`src/sv/assert_macros.svh`:
```
// assertion macros shared by the planner rtl
// unless ASSERT_OFF, each macro is a concurrent assertion on clk, reset rst_n
`ifndef ASSERT_MACROS_SVH
`define ASSERT_MACROS_SVH
`ifndef ASSERT_OFF
`define TAPP_ASSERT_ALWAYS(lbl, expr) \
  lbl: assert property (@(posedge clk) disable iff (!rst_n) (expr)) \
    else $error("assertion failed");
`define TAPP_ASSERT_NEXT(lbl, ante, cons) \
  lbl: assert property (@(posedge clk) disable iff (!rst_n) (ante) |=> (cons)) \
    else $error("assertion failed");
`else
`define TAPP_ASSERT_ALWAYS(lbl, expr)
`define TAPP_ASSERT_NEXT(lbl, ante, cons)
`endif
`endif

```
`src/sv/tapp_pkg.sv`:
```
// types, constants and helper functions of the trapezoid profile planner
// no dependencies
`timescale 1ns / 1ps
package tapp_pkg;

  localparam int MOTORS    = 2;
  localparam int TBL_DEPTH = 8;
  localparam int TBL_AW    = $clog2(TBL_DEPTH);
  localparam int ENT_W     = 128;

  // change table slots
  localparam logic [TBL_AW-1:0] E_FIRST_UP   = 3'd0;
  localparam logic [TBL_AW-1:0] E_K1_UP      = 3'd1;
  localparam logic [TBL_AW-1:0] E_LAST_UP    = 3'd2;
  localparam logic [TBL_AW-1:0] E_TOP        = 3'd3;
  localparam logic [TBL_AW-1:0] E_FIRST_DOWN = 3'd4;
  localparam logic [TBL_AW-1:0] E_K1_DOWN    = 3'd5;
  localparam logic [TBL_AW-1:0] E_LAST_DOWN  = 3'd6;
  localparam logic [TBL_AW-1:0] E_END        = 3'd7;
  localparam logic [TBL_AW-1:0] E_LAST_WALK  = 3'd6;

  typedef enum logic [4:0] {
    S_IDLE, S_LOAD, S_ISSUE, S_WAIT, S_NEXT, S_FIX1, S_FIX2, S_FIX3, S_WRITE,
    S_RD0, S_RD1, S_WALK, S_EMA, S_EMB, S_ADV, S_RDW, S_FINAL
  } ctrl_state_t;

  typedef enum logic [3:0] {
    ST_N, ST_NM1A, ST_NN, ST_D, ST_X, ST_ROOT, ST_RNN, ST_RCHK, ST_L, ST_SNN,
    ST_S1, ST_S2, ST_S3, ST_DA0, ST_DSUB
  } step_t;

  typedef enum logic [1:0] {AR_MUL, AR_DIV, AR_ROOT} arith_op_t;
  typedef enum logic [1:0] {FX_NONE, FX_K1, FX_K1SET, FX_TOP} fix_t;
  typedef enum logic [1:0] {EM_A, EM_B, EM_FINAL} emit_t;

  typedef struct packed {
    logic              load;
    logic              start;
    step_t             step;
    logic              apply;
    fix_t              fix;
    logic              we;
    logic [TBL_AW-1:0] waddr;
    logic [TBL_AW-1:0] raddr;
    logic              cur_load;
    logic              da_add;
    logic              set_t;
    logic              step_b;
    logic              emit;
    emit_t             emit_kind;
  } cmd_t;

  typedef struct packed {
    logic motor_ok;
    logic arith_done;
    logic d_neg;
    logic pos_ne;
    logic t_ne;
    logic need_a;
    logic need_b;
    logic out_free;
  } sts_t;

  function automatic arith_op_t step_op(input step_t s);
    arith_op_t op;
    op = AR_MUL;
    if (s inside {ST_N, ST_X, ST_L, ST_DA0}) op = AR_DIV;
    if (s == ST_ROOT) op = AR_ROOT;
    return op;
  endfunction

  function automatic step_t next_step(input step_t s, input logic d_neg);
    step_t r;
    case (s)
      ST_N:    r = ST_NM1A;
      ST_NM1A: r = ST_NN;
      ST_NN:   r = ST_D;
      ST_D:    r = d_neg ? ST_X : ST_L;
      ST_X:    r = ST_ROOT;
      ST_ROOT: r = ST_RNN;
      ST_RNN:  r = ST_RCHK;
      ST_RCHK: r = ST_SNN;
      ST_L:    r = ST_SNN;
      ST_SNN:  r = ST_S1;
      ST_S1:   r = ST_S2;
      ST_S2:   r = ST_S3;
      ST_S3:   r = ST_DA0;
      ST_DA0:  r = ST_DSUB;
      default: r = ST_DSUB;
    endcase
    return r;
  endfunction

endpackage

```
`src/sv/tapp_ctrl.sv`:
```
// controller of the planner: sequences planning steps, table fill and table walk
// uses tapp_pkg, drives tapp_dp through cmd_t and reads sts_t
`timescale 1ns / 1ps
module tapp_ctrl (
  input  logic           clk,
  input  logic           rst_n,
  input  logic           in_valid,
  output logic           in_ready,
  input  tapp_pkg::sts_t sts,
  output tapp_pkg::cmd_t cmd
);
  import tapp_pkg::*;

  ctrl_state_t       state_r, state_nxt;
  step_t             step_r, step_nxt;
  logic [TBL_AW-1:0] idx_r, idx_nxt;

  always_comb begin
    state_nxt = state_r;
    step_nxt  = step_r;
    idx_nxt   = idx_r;
    case (state_r)
      S_IDLE:  if (in_valid) state_nxt = S_LOAD;
      S_LOAD: begin
        step_nxt  = ST_N;
        state_nxt = sts.motor_ok ? S_ISSUE : S_IDLE;
      end
      S_ISSUE: state_nxt = S_WAIT;
      S_WAIT:  if (sts.arith_done) state_nxt = S_NEXT;
      S_NEXT: begin
        if (step_r == ST_DSUB) begin
          state_nxt = S_FIX1;
        end else begin
          step_nxt  = next_step(step_r, sts.d_neg);
          state_nxt = S_ISSUE;
        end
      end
      S_FIX1:  state_nxt = S_FIX2;
      S_FIX2:  state_nxt = S_FIX3;
      S_FIX3: begin
        idx_nxt   = '0;
        state_nxt = S_WRITE;
      end
      S_WRITE: begin
        idx_nxt = idx_r + 1'b1;
        if (idx_r == E_END) state_nxt = S_RD0;
      end
      S_RD0:   state_nxt = S_RD1;
      S_RD1:   state_nxt = S_WALK;
      S_WALK:  state_nxt = sts.pos_ne ? S_EMA : S_ADV;
      S_EMA:   if (!(sts.t_ne && sts.need_a) || sts.out_free) state_nxt = S_EMB;
      S_EMB:   if (!sts.need_b || sts.out_free) state_nxt = S_ADV;
      S_ADV: begin
        if (idx_r == E_LAST_WALK) begin
          state_nxt = S_FINAL;
        end else begin
          idx_nxt   = idx_r + 1'b1;
          state_nxt = S_RDW;
        end
      end
      S_RDW:   state_nxt = S_WALK;
      S_FINAL: if (sts.out_free) state_nxt = S_IDLE;
      default: state_nxt = S_IDLE;
    endcase
  end

  always_comb begin
    cmd           = '0;
    cmd.step      = step_r;
    cmd.fix       = FX_NONE;
    cmd.emit_kind = EM_A;
    cmd.waddr     = idx_r;
    cmd.raddr     = (state_r == S_RD0) ? '0 : idx_r + 1'b1;
    in_ready      = state_r == S_IDLE;
    case (state_r)
      S_IDLE:  cmd.load = in_valid;
      S_ISSUE: cmd.start = 1'b1;
      S_WAIT:  cmd.apply = sts.arith_done;
      S_FIX1:  cmd.fix = FX_K1;
      S_FIX2:  cmd.fix = FX_K1SET;
      S_FIX3:  cmd.fix = FX_TOP;
      S_WRITE: cmd.we = 1'b1;
      S_RD1:   cmd.cur_load = 1'b1;
      S_WALK:  cmd.da_add = 1'b1;
      S_EMA: begin
        if (sts.t_ne) begin
          if (!sts.need_a) begin
            cmd.set_t = 1'b1;
          end else if (sts.out_free) begin
            cmd.set_t = 1'b1;
            cmd.emit  = 1'b1;
          end
        end
      end
      S_EMB: begin
        cmd.emit_kind = EM_B;
        if (!sts.need_b) begin
          cmd.step_b = 1'b1;
        end else if (sts.out_free) begin
          cmd.step_b = 1'b1;
          cmd.emit   = 1'b1;
        end
      end
      S_ADV:   cmd.cur_load = 1'b1;
      S_FINAL: begin
        cmd.emit_kind = EM_FINAL;
        cmd.emit      = sts.out_free;
      end
      default: cmd.load = 1'b0;
    endcase
  end

  always_ff @(posedge clk) begin
    if (!rst_n) begin
      state_r <= S_IDLE;
      step_r  <= ST_N;
      idx_r   <= '0;
    end else begin
      state_r <= state_nxt;
      step_r  <= step_nxt;
      idx_r   <= idx_nxt;
    end
  end
endmodule

```
`config.mk`:
```
export PLATFORM = sky130hd
export DESIGN_NAME = tapp_ctrl
export DESIGN_NICKNAME = d
export VERILOG_FILES = /design/src/sv/assert_macros.svh /design/src/sv/tapp_pkg.sv /design/src/sv/tapp_ctrl.sv
export SDC_FILE = /design/constraint.sdc
export NUM_CORES = 1
export LEC_CHECK = 0
export BUFFER_PORTS_ARGS = -buffer_cell sky130_fd_sc_hd__buf_4
export CAP_MARGIN = 5
export CORE_UTILIZATION = 34
export CTS_BUF_LIST = sky130_fd_sc_hd__clkbuf_8
export DETAILED_ROUTE_END_ITERATION = 10
export SYNTH_ARGS = -nofsm -noshare
export SYNTH_HDL_FRONTEND = slang
export SYNTH_SLANG_ARGS = --single-unit
```
`constraint.sdc`:
```
create_clock -name clk -period 1.9 [get_ports clk]
set_input_delay 0.475 -clock clk [delete_from_list [all_inputs] [get_ports clk]]
set_output_delay 0.475 -clock clk [all_outputs]
set_load 0.02 [all_outputs]
```
**Yosys cells after proc, flatten, opt, wreduce, memory -nomap -nowiden**

Index checks and enable logic that the tools add are counted.

- Bits in registers: 12
- Latch bits: 0
- Bits in writable memories: 0
- ROM bits: 0
- Logic and storage cells: 95
- Memories: 0

- Add/subtract/negate cells: 1
- Multiply operators: 0
- Divide/modulo/power cells: 0
- Order comparisons: 0
- Eq/ne operators: 39
- Shift operators: 0
- Muxes and demuxes: 37
- Bitwise operators: 0
- Reduce and logical (&&, ||, !) cells: 15

Operators with widths:

| operator | number |
|---|---|
| $pmux W5 S16 | 1 |
| $pmux W4 S12 | 1 |
| $eq A5 B4 Y1 const B | 8 |
| $mux W5 | 7 |
| $eq A4 B4 Y1 const B | 6 |
| $eq A5 B3 Y1 const B | 4 |
| $eq A4 B3 Y1 const B | 4 |
| $ne A2 B2 Y1 const B | 8 |
| $mux W1 | 15 |
| $eq A5 B2 Y1 const B | 2 |
| $mux W3 | 3 |
| $pmux W3 S3 | 1 |
| $eq A4 B2 Y1 const B | 2 |
| $mux W4 | 2 |
| $pmux W4 S2 | 1 |
| $eq A3 B3 Y1 const B | 2 |
| $mux W2 | 3 |
| $pmux W2 S3 | 1 |
| $reduce_and A6 Y1 | 1 |
| $reduce_or A2 Y1 | 3 |
| $eq A5 B1 Y1 const B | 1 |
| $eq A5 B5 Y1 const B | 1 |
| $logic_not A5 Y1 | 1 |
| $eq A4 B1 Y1 const B | 1 |
| 10 further kinds | 13 |

**Logic depth before layout (Yosys ltp)**

- Word-level depth: 5
- Gate-level depth with buffers: 7
- Mapped depth without buffers: 7

**Least setup slack after synthesis**

Ideal clock, no wire load.

- Path type: flip-flop to output port
- Start point: register state_r[3]
- End point: output cmd[4] (netlist name)
- Data arrival time: 1.735 ns
- Slack: -0.310 ns
- Cell stages (with the launch flop): 5
- Path buffers: 2
- Path through: dfxtp_1 buf_2 buf_1 nand2b_1 nor4b_1

RTL lines:

| item | line | source |
|---|---|---|
| start: declaration | tapp_ctrl.sv:14 | `ctrl_state_t state_r, state_nxt;` |
| start signal: assignment | tapp_ctrl.sv:119 | `state_r <= state_nxt;` |
| end: declaration | tapp_ctrl.sv:10 | `output tapp_pkg::cmd_t cmd` |

==> metrics.yaml <==
cts-root-buf: "clkbuf_8"
gp_congestion: 0.855
via_count: 1312
synthTopCellsByArea: "dfxtp_1, nor2_1, a21oi_1, nor3_1, nor3b_1"
min_period_ns: 2.01
die_h_um: 57.6
final_cell_mix: "buf_4, nor2_1, nand2_1"
slew_headroom_pct: 57.5
grt_pass1_wl_mm: 5.41
grt_usage_pct: 20.9
grt-ovfl-total: 0
worst_slew_pin_slew_ns: 0.622
numCtsBuffers: 3
area_growth_pct: 57.1
p_total_uw: 1820
clock_skew_ns: 0.00164
grt_pass1_vias: 1177
status: "complete, but fails checks"
yosys.area.top_type_share_pct: 22.9
finalHoldViolations: 0
antenna_found_initial: 0
worstPathArrival_ns: 1.53
drt_iter0_drc: 64
synth_edf_count: 0
async_flop_share_pct: 0
post-route-drc-count: 2
crit_type: "reg -> out"
syn_area_mm2: 0.00105
timing.setup.tns_ns: -0.384
p_leak_uw: 0.000675
fin_crit_sh_pct: 106
cp.required_ns: 1.42
cts_hold_buffers: 0
yosys.area.top_type: "dfxtp_1"
hold_ws_ns: 0.557
dieArea_mm2: 0.00332
synthCells: 146
slew_violations: 0
ir_drop_mv: 0.507
max_cap_violations: 0
yosysWarningCount: 0
crit_top_cell: "buf_6"
detailed_place_hpwl_mm: 2.47
avgSynthCellArea_um2: 7.20
layout_commonest_cell: "buf_4"
firstDrtPassIters: 7
critical_path.cell_chain: "or3_4 -> buf_6 -> nor3_4 -> and2_4 -> buf_6"
cts.sinks: 12
clk_pin_slew_ns: 0.06
seq_area_frac_synth_pct: 22.9
yosys_register_bits: 12
synth_nets: 160
critPathSlowestCell: "or3_4"
critPathMaxFanout: 5
die_w_um: 57.6
drive_above_1_share_pct: 43.1
endpoint_kind: "output port"
grt_max_degree: 15
routed_wl_mm: 3.57
final_nets: 212
ant_nets: 0
critPathLaunchType: "flip-flop"
min_path_type: "reg -> reg"
io_buffer_count: 34
h-tree-depth: 1
violations: "design-rule violations, negative setup slack"
clk-insertion-delay-late_ns: 0.24
placement_rows: 19
clock_path_buffers: 2
initial_core_util_pct: 36.8
wire_per_inst_um: 15.7
clock.fmax_mhz: 499
vias_per_cell: 5.75
finalSetupViolCount: 10
core_area_mm2: 0.00285
final.setup.worst_slack_ns: -0.105
pin_count: 35
cts_tree: "done"
powerDensity_mw_per_mm2: 1100
diodes: 0
synth_top_flop_cell: "dfxtp_1"
max_stage_delay_ns: 0.39
grt_setup_unrepaired: "true"
yosys.cell_types.count: 43
==> per-stage QoR <==
stage / cells / utilization [%] / area [µm²] / setup slack, ns
finish: 228 / 57.9 / 1650 / -0.105
global route: 228 / 57.9 / 1650 / -0.147
CTS: 221 / 53.9 / 1540 / -0.0839
detailed placement: 216 / 50.0 / 1430 / 0.0869
global placement: 216 / 50.0 / 1430 / 0.114
floorplan: 146 / - / 1070 / -0.0788
==> synth_stat cells, types with 3 or more instances <==
cell and instances:
ha_1 3, inv_1 4, a21oi_1 10, nor3_1 10
nand3_1 6, nor2_1 20, nand2_1 11, mux2_1 3
buf_2 3, nor2b_1 6, o21ai_0 3, nor3b_1 6
nand2b_1 6, clkbuf_1 4, dfxtp_1 12
==> cell families after synthesis <==
| family | Yosys count | synth area share (%) |
|---|---|---|
| AND/OR/NAND/NOR | 83 | 44.8 |
| AO/OA/AOI/OAI | 31 | 19.5 |
| buffers and inverters | 14 | 6.07 |
| flip-flops | 12 | 22.9 |
| multiplexers | 3 | 3.21 |
| adder cells (fa/ha/maj) | 3 | 3.57 |
==> critical path, delay by kind of cell, from the launching register on <==
family,cells,cell delay (ns)
buffers and inverters,2,0.25
DFF,1,0.34
and+or+nand+nor,3,0.70
==> area by class of cell <==
class	count	area [µm²]
Timing Repair Buffer	56	442
Clock buffer	4	55.1
Multi-Input combinational cell	120	845
Tap cell	31	38.8
Inverter	5	18.8
Fill cell	255	1200
Sequential cell	12	253
==> final timing paths <==
path                    from         end  slack, ns  cells past startpoint
hold reg to reg    step_r[2]   step_r[2]       0.56                      2
hold / removal     step_r[2]   step_r[2]       0.56                      2
setup / recovery  state_r[4]     cmd[22]      -0.11                      5
setup reg to reg  state_r[4]  state_r[2]      -0.01                      5
==> timing repair <==
action,CTS,global route
endpoints found under the hold margin,0,0
setup buffers,1,7
pin swaps,1,5
resized for setup,15,12
endpoints found under the setup margin,14,17
==> sequential cells by signal, summed over array words and instances, names as in the netlist <==
register and cells:
state_r 5, step_r 4, idx_r 3
==> per-layer routing <==
metal / global-route usage (%) / vias to the layer above / part of all wire (%)
met2: 33.4 / 35 / 49
met4: 3.83 / 0 / 0.98
li1: - / 629 / -
met1: 28.8 / 644 / 46
met3: 4.99 / 4 / 3.6
met5: 0 / - / 0
==> power breakdown <==
| part | switching, µW | internal [µW] |
|---|---|---|
| Sequential | 63.7 | 300 |
| Clock | 105 | 183 |
| Combinational | 601 | 562 |
| Total | 769 | 1050 |
(Power assumes the default switching activity.)
